File: config.mk
export PLATFORM = sky130hd
export DESIGN_NAME = slip_response_matcher_top_flat
export DESIGN_NICKNAME = d
export VERILOG_FILES = /design/src/sv/srm_pkg.sv /design/src/sv/srm_in_if.sv /design/src/sv/srm_out_if.sv /design/src/sv/srm_front.sv /design/src/sv/srm_queue.sv /design/src/sv/srm_back.sv /design/src/sv/slip_response_matcher_top.sv /design/src/flat_wrapper.sv
export SDC_FILE = /design/constraint.sdc
export NUM_CORES = 1
export LEC_CHECK = 0
export ABC_AREA = 1
export BUFFER_PORTS_ARGS = -buffer_cell sky130_fd_sc_hd__buf_2
export CAP_MARGIN = 0
export CORE_ASPECT_RATIO = 1.5
export CORE_MARGIN = 1.5
export CORE_UTILIZATION = 56
export CTS_BUF_LIST = sky130_fd_sc_hd__clkbuf_4 sky130_fd_sc_hd__clkbuf_8
export DETAILED_ROUTE_END_ITERATION = 16
export PLACE_DENSITY = 0.78
export SLEW_MARGIN = 40
export SYNTH_ARGS = -nofsm -noshare
export SYNTH_HDL_FRONTEND = slang
export SYNTH_SLANG_ARGS = --single-unit
File: constraint.sdc
create_clock -name clk -period 2.3 [get_ports clk]
set_input_delay 0.23 -clock clk [delete_from_list [all_inputs] [get_ports clk]]
set_output_delay 0.23 -clock clk [all_outputs]
set_load 0.01 [all_outputs]
File: src/sv/srm_pkg.sv
`timescale 1ns / 1ps

package srm_pkg;

  // Frame layout
  localparam int HEADER_BYTES = 8;
  localparam int HDR_CNT_W    = $clog2(HEADER_BYTES + 1);

  // Queue between the front and back parts
  localparam int QUEUE_DEPTH = 2;
  localparam int QPTR_W      = $clog2(QUEUE_DEPTH);
  localparam int QCNT_W      = $clog2(QUEUE_DEPTH + 1);

  // SLIP framing bytes
  localparam logic [7:0] SLIP_END     = 8'hC0;
  localparam logic [7:0] SLIP_ESC     = 8'hDB;
  localparam logic [7:0] SLIP_ESC_END = 8'hDC;
  localparam logic [7:0] SLIP_ESC_ESC = 8'hDD;

  // Configuration register indexes
  localparam int CFG_IDX_W = 1;
  localparam logic [CFG_IDX_W-1:0] CFG_EXPECTED_COMMAND   = 1'd0;
  localparam logic [CFG_IDX_W-1:0] CFG_RESPONSE_DIRECTION = 1'd1;

  localparam logic [7:0] EXPECTED_COMMAND_RST   = 8'h00;
  localparam logic [7:0] RESPONSE_DIRECTION_RST = 8'h01;

  typedef enum logic [1:0] {
    OP_BYTE      = 2'd0,
    OP_TIMEOUT   = 2'd1,
    OP_READ_FAIL = 2'd2
  } opcode_t;

  typedef enum logic [2:0] {
    RC_OK          = 3'd0,
    RC_TIMEOUT     = 3'd1,
    RC_READ_FAIL   = 3'd2,
    RC_BAD_ESCAPE  = 3'd3,
    RC_DEVICE_FAIL = 3'd4
  } result_code_t;

  typedef enum logic [2:0] {
    PH_HUNT   = 3'd0,
    PH_SKIP   = 3'd1,
    PH_HEADER = 3'd2,
    PH_STATUS = 3'd3,
    PH_TAIL   = 3'd4
  } phase_t;

  // Classified transaction held in the queue
  typedef struct packed {
    opcode_t    kind;
    logic [7:0] byte_val;
    logic       is_end;
    logic       is_esc;
    logic       esc_ok;
    logic [7:0] esc_val;
  } srm_item_t;

  typedef struct packed {
    logic [7:0] expected_command;
    logic [7:0] response_direction;
  } srm_cfg_t;

endpackage

File: src/sv/srm_in_if.sv
`timescale 1ns / 1ps

interface srm_in_if;
  logic       valid;
  logic       ready;
  logic [1:0] opcode;
  logic [7:0] rx_byte;

  modport source (output valid, opcode, rx_byte, input ready);
  modport sink   (input valid, opcode, rx_byte, output ready);
endinterface

File: src/sv/srm_out_if.sv
`timescale 1ns / 1ps

interface srm_out_if;
  logic       valid;
  logic       ready;
  logic [2:0] result_code;
  logic [7:0] device_error;

  modport source (output valid, result_code, device_error, input ready);
  modport sink   (input valid, result_code, device_error, output ready);
endinterface

File: src/sv/srm_front.sv
`timescale 1ns / 1ps

module srm_front (
  srm_in_if.sink             byte_ch,
  output logic               q_valid,
  input  logic               q_ready,
  output srm_pkg::srm_item_t q_item
);

  // Accept whenever the queue has room; drop the unused opcode
  assign byte_ch.ready = q_ready;
  assign q_valid = byte_ch.valid &&
                   ((byte_ch.opcode == srm_pkg::OP_BYTE) ||
                    (byte_ch.opcode == srm_pkg::OP_TIMEOUT) ||
                    (byte_ch.opcode == srm_pkg::OP_READ_FAIL));

  // Classify the byte and resolve its escaped meaning up front
  always_comb begin
    q_item          = '0;
    q_item.kind     = srm_pkg::opcode_t'(byte_ch.opcode);
    q_item.byte_val = byte_ch.rx_byte;
    q_item.is_end   = (byte_ch.rx_byte == srm_pkg::SLIP_END);
    q_item.is_esc   = (byte_ch.rx_byte == srm_pkg::SLIP_ESC);
    if (byte_ch.rx_byte == srm_pkg::SLIP_ESC_END) begin
      q_item.esc_ok  = 1'b1;
      q_item.esc_val = srm_pkg::SLIP_END;
    end else if (byte_ch.rx_byte == srm_pkg::SLIP_ESC_ESC) begin
      q_item.esc_ok  = 1'b1;
      q_item.esc_val = srm_pkg::SLIP_ESC;
    end
  end

endmodule

File: src/sv/srm_queue.sv
`timescale 1ns / 1ps

module srm_queue (
  input  logic               clk,
  input  logic               rst,
  input  logic               push_valid,
  output logic               push_ready,
  input  srm_pkg::srm_item_t push_item,
  output logic               pop_valid,
  input  logic               pop_ready,
  output srm_pkg::srm_item_t pop_item
);

  srm_pkg::srm_item_t entries [srm_pkg::QUEUE_DEPTH];
  logic [srm_pkg::QPTR_W-1:0] wr_ptr;
  logic [srm_pkg::QPTR_W-1:0] rd_ptr;
  logic [srm_pkg::QCNT_W-1:0] count;
  logic push_fire;
  logic pop_fire;

  assign push_ready = (count != srm_pkg::QCNT_W'(srm_pkg::QUEUE_DEPTH));
  assign pop_valid  = (count != '0);
  assign pop_item   = entries[rd_ptr];
  assign push_fire  = push_valid && push_ready;
  assign pop_fire   = pop_valid && pop_ready;

  // Advance pointers and occupancy
  always_ff @(posedge clk) begin
    if (rst) begin
      wr_ptr <= '0;
      rd_ptr <= '0;
      count  <= '0;
    end else begin
      if (push_fire) begin
        wr_ptr <= (wr_ptr == srm_pkg::QPTR_W'(srm_pkg::QUEUE_DEPTH - 1)) ? '0 : wr_ptr + 1'b1;
      end
      if (pop_fire) begin
        rd_ptr <= (rd_ptr == srm_pkg::QPTR_W'(srm_pkg::QUEUE_DEPTH - 1)) ? '0 : rd_ptr + 1'b1;
      end
      if (push_fire && !pop_fire) begin
        count <= count + 1'b1;
      end else if (pop_fire && !push_fire) begin
        count <= count - 1'b1;
      end
    end
  end

  // Store the incoming transaction
  always_ff @(posedge clk) begin
    if (push_fire) begin
      entries[wr_ptr] <= push_item;
    end
  end

endmodule

File: src/sv/srm_back.sv
`timescale 1ns / 1ps

module srm_back (
  input  logic               clk,
  input  logic               rst,
  input  srm_pkg::srm_cfg_t  cfg,
  input  logic               q_valid,
  output logic               q_ready,
  input  srm_pkg::srm_item_t q_item,
  srm_out_if.source          result_ch
);

  srm_pkg::phase_t phase, phase_next;
  logic [srm_pkg::HDR_CNT_W-1:0] hdr_cnt, hdr_cnt_next;
  logic esc_pend, esc_pend_next;
  logic st_cnt, st_cnt_next;
  logic [7:0] dir_seen, dir_seen_next;
  logic [7:0] cmd_seen, cmd_seen_next;
  logic [7:0] failed_flag, failed_flag_next;
  logic [7:0] error_code, error_code_next;

  logic                   rsp_valid;
  srm_pkg::result_code_t  rsp_code;
  logic [7:0]             rsp_err;

  logic                   fire;
  logic                   emit;
  srm_pkg::result_code_t  emit_code;
  logic [7:0]             emit_err;
  logic                   store_hdr;
  logic                   store_st;
  logic                   clear;
  logic [7:0]             store_val;
  logic                   match;

  // Take a transaction only when the output register can hold its result
  assign q_ready = !rsp_valid || result_ch.ready;
  assign fire    = q_valid && q_ready;

  assign match = (hdr_cnt >= srm_pkg::HDR_CNT_W'(2)) &&
                 (dir_seen == cfg.response_direction) &&
                 (cmd_seen == cfg.expected_command);

  // Parse one transaction
  always_comb begin
    phase_next       = phase;
    hdr_cnt_next     = hdr_cnt;
    esc_pend_next    = esc_pend;
    st_cnt_next      = st_cnt;
    dir_seen_next    = dir_seen;
    cmd_seen_next    = cmd_seen;
    failed_flag_next = failed_flag;
    error_code_next  = error_code;
    emit      = 1'b0;
    emit_code = srm_pkg::RC_OK;
    emit_err  = '0;
    store_hdr = 1'b0;
    store_st  = 1'b0;
    clear     = 1'b0;
    store_val = q_item.byte_val;

    if (fire) begin
      unique case (q_item.kind)
        srm_pkg::OP_TIMEOUT: begin
          emit      = 1'b1;
          emit_code = srm_pkg::RC_TIMEOUT;
          clear     = 1'b1;
        end
        srm_pkg::OP_READ_FAIL: begin
          emit      = 1'b1;
          emit_code = srm_pkg::RC_READ_FAIL;
          clear     = 1'b1;
        end
        srm_pkg::OP_BYTE: begin
          unique case (phase)
            srm_pkg::PH_HUNT: begin
              if (q_item.is_end) begin
                phase_next = srm_pkg::PH_SKIP;
              end
            end
            srm_pkg::PH_SKIP: begin
              if (!q_item.is_end) begin
                phase_next = srm_pkg::PH_HEADER;
                if (q_item.is_esc) begin
                  esc_pend_next = 1'b1;
                end else begin
                  store_hdr = 1'b1;
                end
              end
            end
            srm_pkg::PH_HEADER: begin
              if (esc_pend) begin
                esc_pend_next = 1'b0;
                if (!q_item.esc_ok) begin
                  emit      = 1'b1;
                  emit_code = srm_pkg::RC_BAD_ESCAPE;
                  clear     = 1'b1;
                end else begin
                  store_hdr = 1'b1;
                  store_val = q_item.esc_val;
                end
              end else if (q_item.is_esc) begin
                esc_pend_next = 1'b1;
              end else if (q_item.is_end) begin
                phase_next = srm_pkg::PH_STATUS;
              end else begin
                store_hdr = 1'b1;
              end
            end
            srm_pkg::PH_STATUS: begin
              // A bare delimiter counts as a plain status byte here
              if (esc_pend) begin
                esc_pend_next = 1'b0;
                if (!q_item.esc_ok) begin
                  emit      = 1'b1;
                  emit_code = srm_pkg::RC_BAD_ESCAPE;
                  clear     = 1'b1;
                end else begin
                  store_st  = 1'b1;
                  store_val = q_item.esc_val;
                end
              end else if (q_item.is_esc) begin
                esc_pend_next = 1'b1;
              end else begin
                store_st = 1'b1;
              end
            end
            srm_pkg::PH_TAIL: begin
              if (q_item.is_end) begin
                clear = 1'b1;
                if (match) begin
                  emit = 1'b1;
                  if (failed_flag != '0) begin
                    emit_code = srm_pkg::RC_DEVICE_FAIL;
                    emit_err  = error_code;
                  end
                end
              end
            end
            default: begin
              clear = 1'b1;
            end
          endcase
        end
        default: begin
        end
      endcase
    end

    // Keep direction and command, count the rest of the header
    if (store_hdr) begin
      if (hdr_cnt == '0) begin
        dir_seen_next = store_val;
      end
      if (hdr_cnt == srm_pkg::HDR_CNT_W'(1)) begin
        cmd_seen_next = store_val;
      end
      hdr_cnt_next = hdr_cnt + 1'b1;
      if (hdr_cnt_next >= srm_pkg::HDR_CNT_W'(srm_pkg::HEADER_BYTES)) begin
        phase_next = srm_pkg::PH_STATUS;
      end
    end

    if (store_st) begin
      if (!st_cnt) begin
        failed_flag_next = store_val;
        st_cnt_next      = 1'b1;
      end else begin
        error_code_next = store_val;
        st_cnt_next     = 1'b0;
        phase_next      = srm_pkg::PH_TAIL;
      end
    end

    // End of exchange: return to hunting
    if (clear) begin
      phase_next    = srm_pkg::PH_HUNT;
      hdr_cnt_next  = '0;
      esc_pend_next = 1'b0;
      st_cnt_next   = 1'b0;
    end
  end

  // Hold parser control state
  always_ff @(posedge clk) begin
    if (rst) begin
      phase    <= srm_pkg::PH_HUNT;
      hdr_cnt  <= '0;
      esc_pend <= 1'b0;
      st_cnt   <= 1'b0;
    end else begin
      phase    <= phase_next;
      hdr_cnt  <= hdr_cnt_next;
      esc_pend <= esc_pend_next;
      st_cnt   <= st_cnt_next;
    end
  end

  // Captured frame bytes; each is written before it is compared
  always_ff @(posedge clk) begin
    dir_seen    <= dir_seen_next;
    cmd_seen    <= cmd_seen_next;
    failed_flag <= failed_flag_next;
    error_code  <= error_code_next;
  end

  // Output register: load a new result or drop the one taken
  always_ff @(posedge clk) begin
    if (rst) begin
      rsp_valid <= 1'b0;
    end else if (emit) begin
      rsp_valid <= 1'b1;
    end else if (result_ch.ready) begin
      rsp_valid <= 1'b0;
    end
  end

  always_ff @(posedge clk) begin
    if (emit) begin
      rsp_code <= emit_code;
      rsp_err  <= emit_err;
    end
  end

  assign result_ch.valid        = rsp_valid;
  assign result_ch.result_code  = rsp_code;
  assign result_ch.device_error = rsp_err;

endmodule

File: src/sv/slip_response_matcher_top.sv
`timescale 1ns / 1ps
// Path: the accepting edge writes the queue, and the output register is loaded from
// it once that register is free to hold the result of the accepted transaction.
// Throughput: one transaction per cycle while results are taken; a two-entry queue
// lets the front keep accepting while the back waits on the output register.
// Reset: synchronous active-high rst empties queue and output, returns the parser to
// hunting and sets expected_command to 0 and response_direction to 1.

module slip_response_matcher_top (
  input  logic                          clk,
  input  logic                          rst,
  srm_in_if.sink                        byte_ch,
  srm_out_if.source                     result_ch,
  input  logic                          cfg_we,
  input  logic [srm_pkg::CFG_IDX_W-1:0] cfg_index,
  input  logic [7:0]                    cfg_wdata
);

  srm_pkg::srm_cfg_t  cfg;
  logic               push_valid;
  logic               push_ready;
  srm_pkg::srm_item_t push_item;
  logic               pop_valid;
  logic               pop_ready;
  srm_pkg::srm_item_t pop_item;

  // Configuration registers
  always_ff @(posedge clk) begin
    if (rst) begin
      cfg.expected_command   <= srm_pkg::EXPECTED_COMMAND_RST;
      cfg.response_direction <= srm_pkg::RESPONSE_DIRECTION_RST;
    end else if (cfg_we) begin
      unique case (cfg_index)
        srm_pkg::CFG_EXPECTED_COMMAND:   cfg.expected_command   <= cfg_wdata;
        srm_pkg::CFG_RESPONSE_DIRECTION: cfg.response_direction <= cfg_wdata;
        default: begin
        end
      endcase
    end
  end

  srm_front u_front (
    .byte_ch (byte_ch),
    .q_valid (push_valid),
    .q_ready (push_ready),
    .q_item  (push_item)
  );

  srm_queue u_queue (
    .clk        (clk),
    .rst        (rst),
    .push_valid (push_valid),
    .push_ready (push_ready),
    .push_item  (push_item),
    .pop_valid  (pop_valid),
    .pop_ready  (pop_ready),
    .pop_item   (pop_item)
  );

  srm_back u_back (
    .clk       (clk),
    .rst       (rst),
    .cfg       (cfg),
    .q_valid   (pop_valid),
    .q_ready   (pop_ready),
    .q_item    (pop_item),
    .result_ch (result_ch)
  );

  // A timeout taken by the back part is reported on the next cycle
  a_timeout_reported: assert property (@(posedge clk) disable iff (rst)
    (pop_valid && pop_ready && (pop_item.kind == srm_pkg::OP_TIMEOUT)) |=>
      (result_ch.valid && (result_ch.result_code == srm_pkg::RC_TIMEOUT)))
    else $error("timeout transaction did not produce a timeout result");

  // A read failure taken by the back part is reported on the next cycle
  a_read_fail_reported: assert property (@(posedge clk) disable iff (rst)
    (pop_valid && pop_ready && (pop_item.kind == srm_pkg::OP_READ_FAIL)) |=>
      (result_ch.valid && (result_ch.result_code == srm_pkg::RC_READ_FAIL)))
    else $error("read failure transaction did not produce a read failure result");

  // Only a device failure carries an error code
  a_error_only_on_fail: assert property (@(posedge clk) disable iff (rst)
    (result_ch.valid && (result_ch.result_code != srm_pkg::RC_DEVICE_FAIL)) |->
      (result_ch.device_error == 8'h00))
    else $error("device_error set on a result other than device failure");

endmodule

File: src/flat_wrapper.sv
// flat-port wrapper written by rule: the top's interface ports become plain ports
module slip_response_matcher_top_flat 
  (clk, rst, cfg_we, cfg_index, cfg_wdata, byte_ch_valid, byte_ch_opcode, byte_ch_rx_byte, byte_ch_ready, result_ch_valid, result_ch_result_code, result_ch_device_error, result_ch_ready);
  srm_in_if byte_ch_i ();
  srm_out_if result_ch_i ();
  input  logic clk;
  input  logic rst;
  input  logic cfg_we;
  input  logic [srm_pkg::CFG_IDX_W-1:0] cfg_index;
  input  logic [7:0] cfg_wdata;
  input wire logic [$bits(byte_ch_i.valid)-1:0] byte_ch_valid;
  input wire logic [$bits(byte_ch_i.opcode)-1:0] byte_ch_opcode;
  input wire logic [$bits(byte_ch_i.rx_byte)-1:0] byte_ch_rx_byte;
  output wire logic [$bits(byte_ch_i.ready)-1:0] byte_ch_ready;
  output wire logic [$bits(result_ch_i.valid)-1:0] result_ch_valid;
  output wire logic [$bits(result_ch_i.result_code)-1:0] result_ch_result_code;
  output wire logic [$bits(result_ch_i.device_error)-1:0] result_ch_device_error;
  input wire logic [$bits(result_ch_i.ready)-1:0] result_ch_ready;
  assign byte_ch_i.valid = byte_ch_valid;
  assign byte_ch_i.opcode = byte_ch_opcode;
  assign byte_ch_i.rx_byte = byte_ch_rx_byte;
  assign byte_ch_ready = byte_ch_i.ready;
  assign result_ch_valid = result_ch_i.valid;
  assign result_ch_result_code = result_ch_i.result_code;
  assign result_ch_device_error = result_ch_i.device_error;
  assign result_ch_i.ready = result_ch_ready;
  slip_response_matcher_top u_core (.clk(clk), .rst(rst), .byte_ch(byte_ch_i), .result_ch(result_ch_i), .cfg_we(cfg_we), .cfg_index(cfg_index), .cfg_wdata(cfg_wdata));
endmodule
After elaboration in Yosys (flattened, before gate mapping)
Memory sizes are Yosys's and may differ from the RTL's. A register that Yosys moved wholly into a read port is not among the register bits.
Cells that the tools add are included.
W data, S select, Z words.

word-level totals
  bits in registers = 73
  bits in latches = 0
  memory bits (writable) = 42
  ROM bits = 0
  input port bits = 24
  output and inout bits = 13
  word-level logic and storage cells = 144
  memories = 1

operators by class
  add/subtract/negate cells = 5
  $mul = 0
  div/mod/pow operators = 0
  order comparisons = 2
  equal/unequal tests = 18
  shift-type cells = 0
  muxes and demuxes = 66
  bitwise operators = 2
  reduce and logical (&&, ||, !) cells = 34

memories
  name                    depth  bits a word  read ports  clocked after memory_dff  wr ports  RTL line         RTL
  u_core.u_queue.entries  2      21           1           1                         1         srm_queue.sv:14  srm_pkg::srm_item_t entries [srm_pkg::QUEUE_DEPTH];

operator list
  operator               number
  $mux W3                14
  $mux W8                5
  $eq A8 B8 Y1 const B   4
  $mux W1                32
  $mux W9                2
  $pmux W3 S3            2
  $eq A8 B8 Y1           2
  $reduce_and A2 Y1      6
  $pmux W1 S2            5
  $mux W2                4
  $reduce_bool A2 Y1     4
  $reduce_bool A8 Y1     1
  $reduce_or A2 Y1       4
  $logic_and A1 B1 Y1    7
  $eq A3 B2 Y1 const B   2
  $pmux W3 S2            1
  $reduce_and A6 Y1      1
  $reduce_and A5 Y1      1
  $add A4 B1 Y4 const B  1
  $eq A2 B1 Y1 const B   2
  $eq A2 B2 Y1 const B   2
  $eq A4 B1 Y1 const B   1
  $ge A4 B2 Y1 const B   1
  $ge A4 B4 Y1 const B   1
  other kinds (14)       22

Depth between registers and ports, before layout
  depth in word-level cells = 10
  gate-level depth with buffers = 14
  gate-level depth less buffers = 14

By module
A second synthesis with hierarchy kept.

unflattened totals
  cell total of the unflattened synthesis = 502
  area total of the unflattened synthesis = 5341.4 µm²

modules (own cells, without submodules)
  module                     times used  cells an instance  area each (µm²)  sequential area each (µm²)
  srm_back                   1           267                2615.0           1491.4
  srm_queue                  1           102                1841.8           1361.3
  slip_response_matcher_top  1           88                 639.4            320.3
  srm_front                  1           45                 245.2            0.0

Least setup slack after synthesis
No wires, ideal clock.

  path kind = reg-to-reg
  start point = register (tool-made name)
  end point = register u_core.u_back.error_code[0] (enable)
  setup time = 0.375 ns
  arrival = 2.029 ns
  required time = 1.925 ns
  path slack = -0.104 ns
  stages on the path, launching flop included = 11
  buffers on the path = 2
  clock period less this slack = 2.404 ns
  cells stage by stage = dfxtp_1 > buf_6 > inv_4 > buf_2 > or2_1 > o21ai_1 > ha_1 > nand2_4 > nor2_4 > nand4_2 > nor2_1

RTL lines
  what                  RTL line         RTL
  to (signal assigned)  srm_back.sv:204  error_code <= error_code_next;
  to (decl)             srm_back.sv:20   logic [7:0] error_code, error_code_next;

==> flow_summary.json <==
{
  "maxSlewViolCount": 0,
  "diodes": 0,
  "cts_root_buf": "clkbuf_8",
  "insertion_delay_ns": 0.37,
  "cp_top_family": "simple AND/OR/NAND/NOR gates",
  "holdBufCountCts": 0,
  "post_cts_resized": 0,
  "viasPerCell": 5.11,
  "grt_pass1_wl_um": 13000,
  "syn_nets": 455,
  "start_util": 0.575,
  "setup_violations": 0,
  "ys.flop_type": "edfxtp_1",
  "status": "complete, no violations",
  "cts_max_level": 3,
  "max-slew-margin-rel": 0.572,
  "nets": 506,
  "yosysUniqueCellTypes": 36,
  "cpPeakStageDelay_ns": 0.35,
  "gr-usage-met2": 0.373,
  "clock_path_buffers": 2,
  "yosysTopAreaCellShare": 0.490,
  "postCtsSetupBuffers": 0,
  "utilization": 0.652,
  "finalWeightedCongestion": 0.980,
  "routedWlPerCell_um": 13.7,
  "leakagePower_nw": 2.04,
  "grtUsageMet3": 0.0382,
  "die_x_um": 75.0,
  "min_period_ns": 2.16,
  "ys_top_cells_by_area": "edfxtp_1, dfxtp_1, nand2_1, inv_1, nor2_1",
  "grt_pass1_vias": 2968,
  "path_buf_inv": 1,
  "fmax_ghz": 0.464,
  "power_mw": 4.51,
  "synth_common_cells": "nand2_1, edfxtp_1, inv_1",
  "hold_class": "in2reg",
  "syn2layout_area_growth_pct": 13.3,
  "yosysSeqAreaShare": 0.633,
  "hold_start": "rst",
  "gr-usage-all-layers": 0.211,
  "cp_data_required_time_ns": 2.34,
  "holdPathEnd": "u_core.u_back.result_ch.valid",
  "path_max_fanout": 15,
  "reg2reg_to": "u_core.u_back.failed_flag[7]",
  "slowest_stage": "dfxtp_1",
  "ff2ff_setup_slack_ns": 0.14,
  "ios": 37,
  "cap_violations": 0,
  "firstDrtPassIters": 4,
  "irDropWorstVdd_uv": 686,
  "clk_pin_slew_ns": 0.09,
  "min_delay_path_depth": 2,
  "clock_sinks": 102,
  "reg2regPathDepth": 7,
  "avgSynthCellArea_um2": 10.3,
  "drtIter0Drc": 191,
  "grt_max_degree": 23,
  "dp_hpwl_um": 6070,
  "core_mm2": 0.00756,
  "numCtsBuffers": 9,
  "fin_worst_hold_slack_ns": 0.0288,
  "drt-total-wl_um": 7930,
  "synthArstFlopShare": 0,
  "period_share": 0.937,
  "rows": 39,
  "yosysMostFrequentCell": "nand2_1",
  "yosysTopAreaCell": "edfxtp_1",
  "drc_errors": 0,
  "gr-total-overflow": 0,
  "synth-edff-count": 71,
  "fin_worst_skew_ns": 0.00896,
  "cellPowerDensity_mw_per_mm2": 915,
  "critPathKind": "reg2reg",
  "ys_seq_elements": 102,
  "portBuffers": 36,
  "hold_violations": 0,
  "cp_cell_sequence": "buf_4 > o21ai_0 > ha_2 > nand2_4 > nor2_4 > nand4_2 > nor2_2",
  "met1_usage": 0.222,
  "cts_tree": "built",
  "grt_setup_unrepaired": "yes",
  "syn_inst": 423,
  "vias": 2969,
  "start_kind": "register",
  "drive_gt1_frac": 0.200,
  "die_y_um": 111,
  "dieArea_mm2": 0.00832,
  "tightest_slew_ns": 0.642,
  "antenna_left": 0,
  "busiest_layer": "met2",
  "arrival_ns": 2.19,
  "yosysWarnings": 0,
  "antenna_found_initial": 0,
  "end_kind": "register",
  "syn-cell-area_mm2": 0.00435
}
## registers in the layout, indices dropped and copies added (netlist names), named ones only
| signal | count |
|---|---|
| u_core.cfg | 16 |
| u_core.u_back.cmd_seen | 8 |
| u_core.u_back.dir_seen | 8 |
| u_core.u_back.error_code | 8 |
| u_core.u_back.esc_pend | 1 |
| u_core.u_back.failed_flag | 8 |
| u_core.u_back.hdr_cnt | 4 |
| u_core.u_back.phase | 3 |
| u_core.u_back.result_ch.device_error | 8 |
| u_core.u_back.result_ch.result_code | 3 |
| u_core.u_back.result_ch.valid | 1 |
| u_core.u_back.st_cnt | 1 |
| u_core.u_queue.count | 2 |
| u_core.u_queue.entries | 28 |
| u_core.u_queue.rd_ptr | 1 |
| u_core.u_queue.wr_ptr | 1 |
## power by group
group	leakage [nW]	switching [mW]	total [mW]	internal, mW
logic	1.02	0.649	0.986	0.337
clock network	0.110	0.582	1.21	0.623
registers	0.909	0.0815	2.32	2.24
total	2.04	1.31	4.51	3.20
## how the worst max path moves through the flow
stage / start / end / slack (ns) / cells after the start
2_1_floorplan: register / u_core.u_back.cmd_seen[0] / -0.007 / 10
3_3_place_gp: register / u_core.u_back.result_ch.device_error[6] / 0.20 / 14
3_5_place_dp: register / u_core.u_back.failed_flag[6] / 0.12 / 7
4_1_cts: register / u_core.u_back.phase[1] / 0.11 / 12
5_1_grt: register / u_core.u_back.result_ch.device_error[6] / -0.007 / 14
6_report: register / u_core.u_back.failed_flag[7] / 0.14 / 7
## routing by layer
layer / vias up / part of all wire / routed length (µm)
met5: - / 0 / 0
li1: 1485 / - / -
met2: 65 / 0.55 / 4330
met4: 0 / 0.041 / 323
met3: 25 / 0.032 / 253
met1: 1394 / 0.38 / 3020
## per-stage QoR
| step | setup TNS, ns | cell area, µm² | instances | setup slack [ns] |
|---|---|---|---|---|
| floorplan | -0.116 | 4360 | 423 | -0.00724 |
| global placement | 0 | 4710 | 565 | 0.200 |
| detailed placement | 0 | 4710 | 565 | 0.120 |
| CTS | 0 | 4930 | 581 | 0.110 |
| global route | -0.0201 | 4930 | 581 | -0.00698 |
| finish | 0 | 4930 | 581 | 0.144 |
## cells in the final DEF, fill, tap and decap left out, drive strengths merged, types with 8 or more instances in the layout
cell and instances:
ha 8, xor2 8, edfxtp 71, clkbuf 10
nor2 58, buf 47, o21ai 32, nand3 13
a21oi 27, nand2 89, dfxtp 31, inv 60
## cell type report
| class | instances | area [µm²] |
|---|---|---|
| flip-flops and latches | 102 | 2750 |
| well taps | 102 | 128 |
| clock buffers | 10 | 131 |
| inverters | 60 | 228 |
| clock inverters | 6 | 86.3 |
| fillers | 621 | 2630 |
| multi-input cells | 254 | 1340 |
| repair buffers | 47 | 263 |
## logic make-up (layout without fill, tap and decap cells)
logic type | count (synthesis) | count (layout) | share of synthesized area
muxes | 1 | 1 | 0.00518
buffers and inverters | 67 | 123 | 0.0604
DFF | 102 | 102 | 0.633
AOI/OAI and AO/OA | 61 | 61 | 0.0751
xor gates and xnor gates | 10 | 10 | 0.0201
adders and majority gates | 8 | 8 | 0.0230
and+or+nand+nor | 174 | 174 | 0.183
Power figures use the tool's default switching activity.
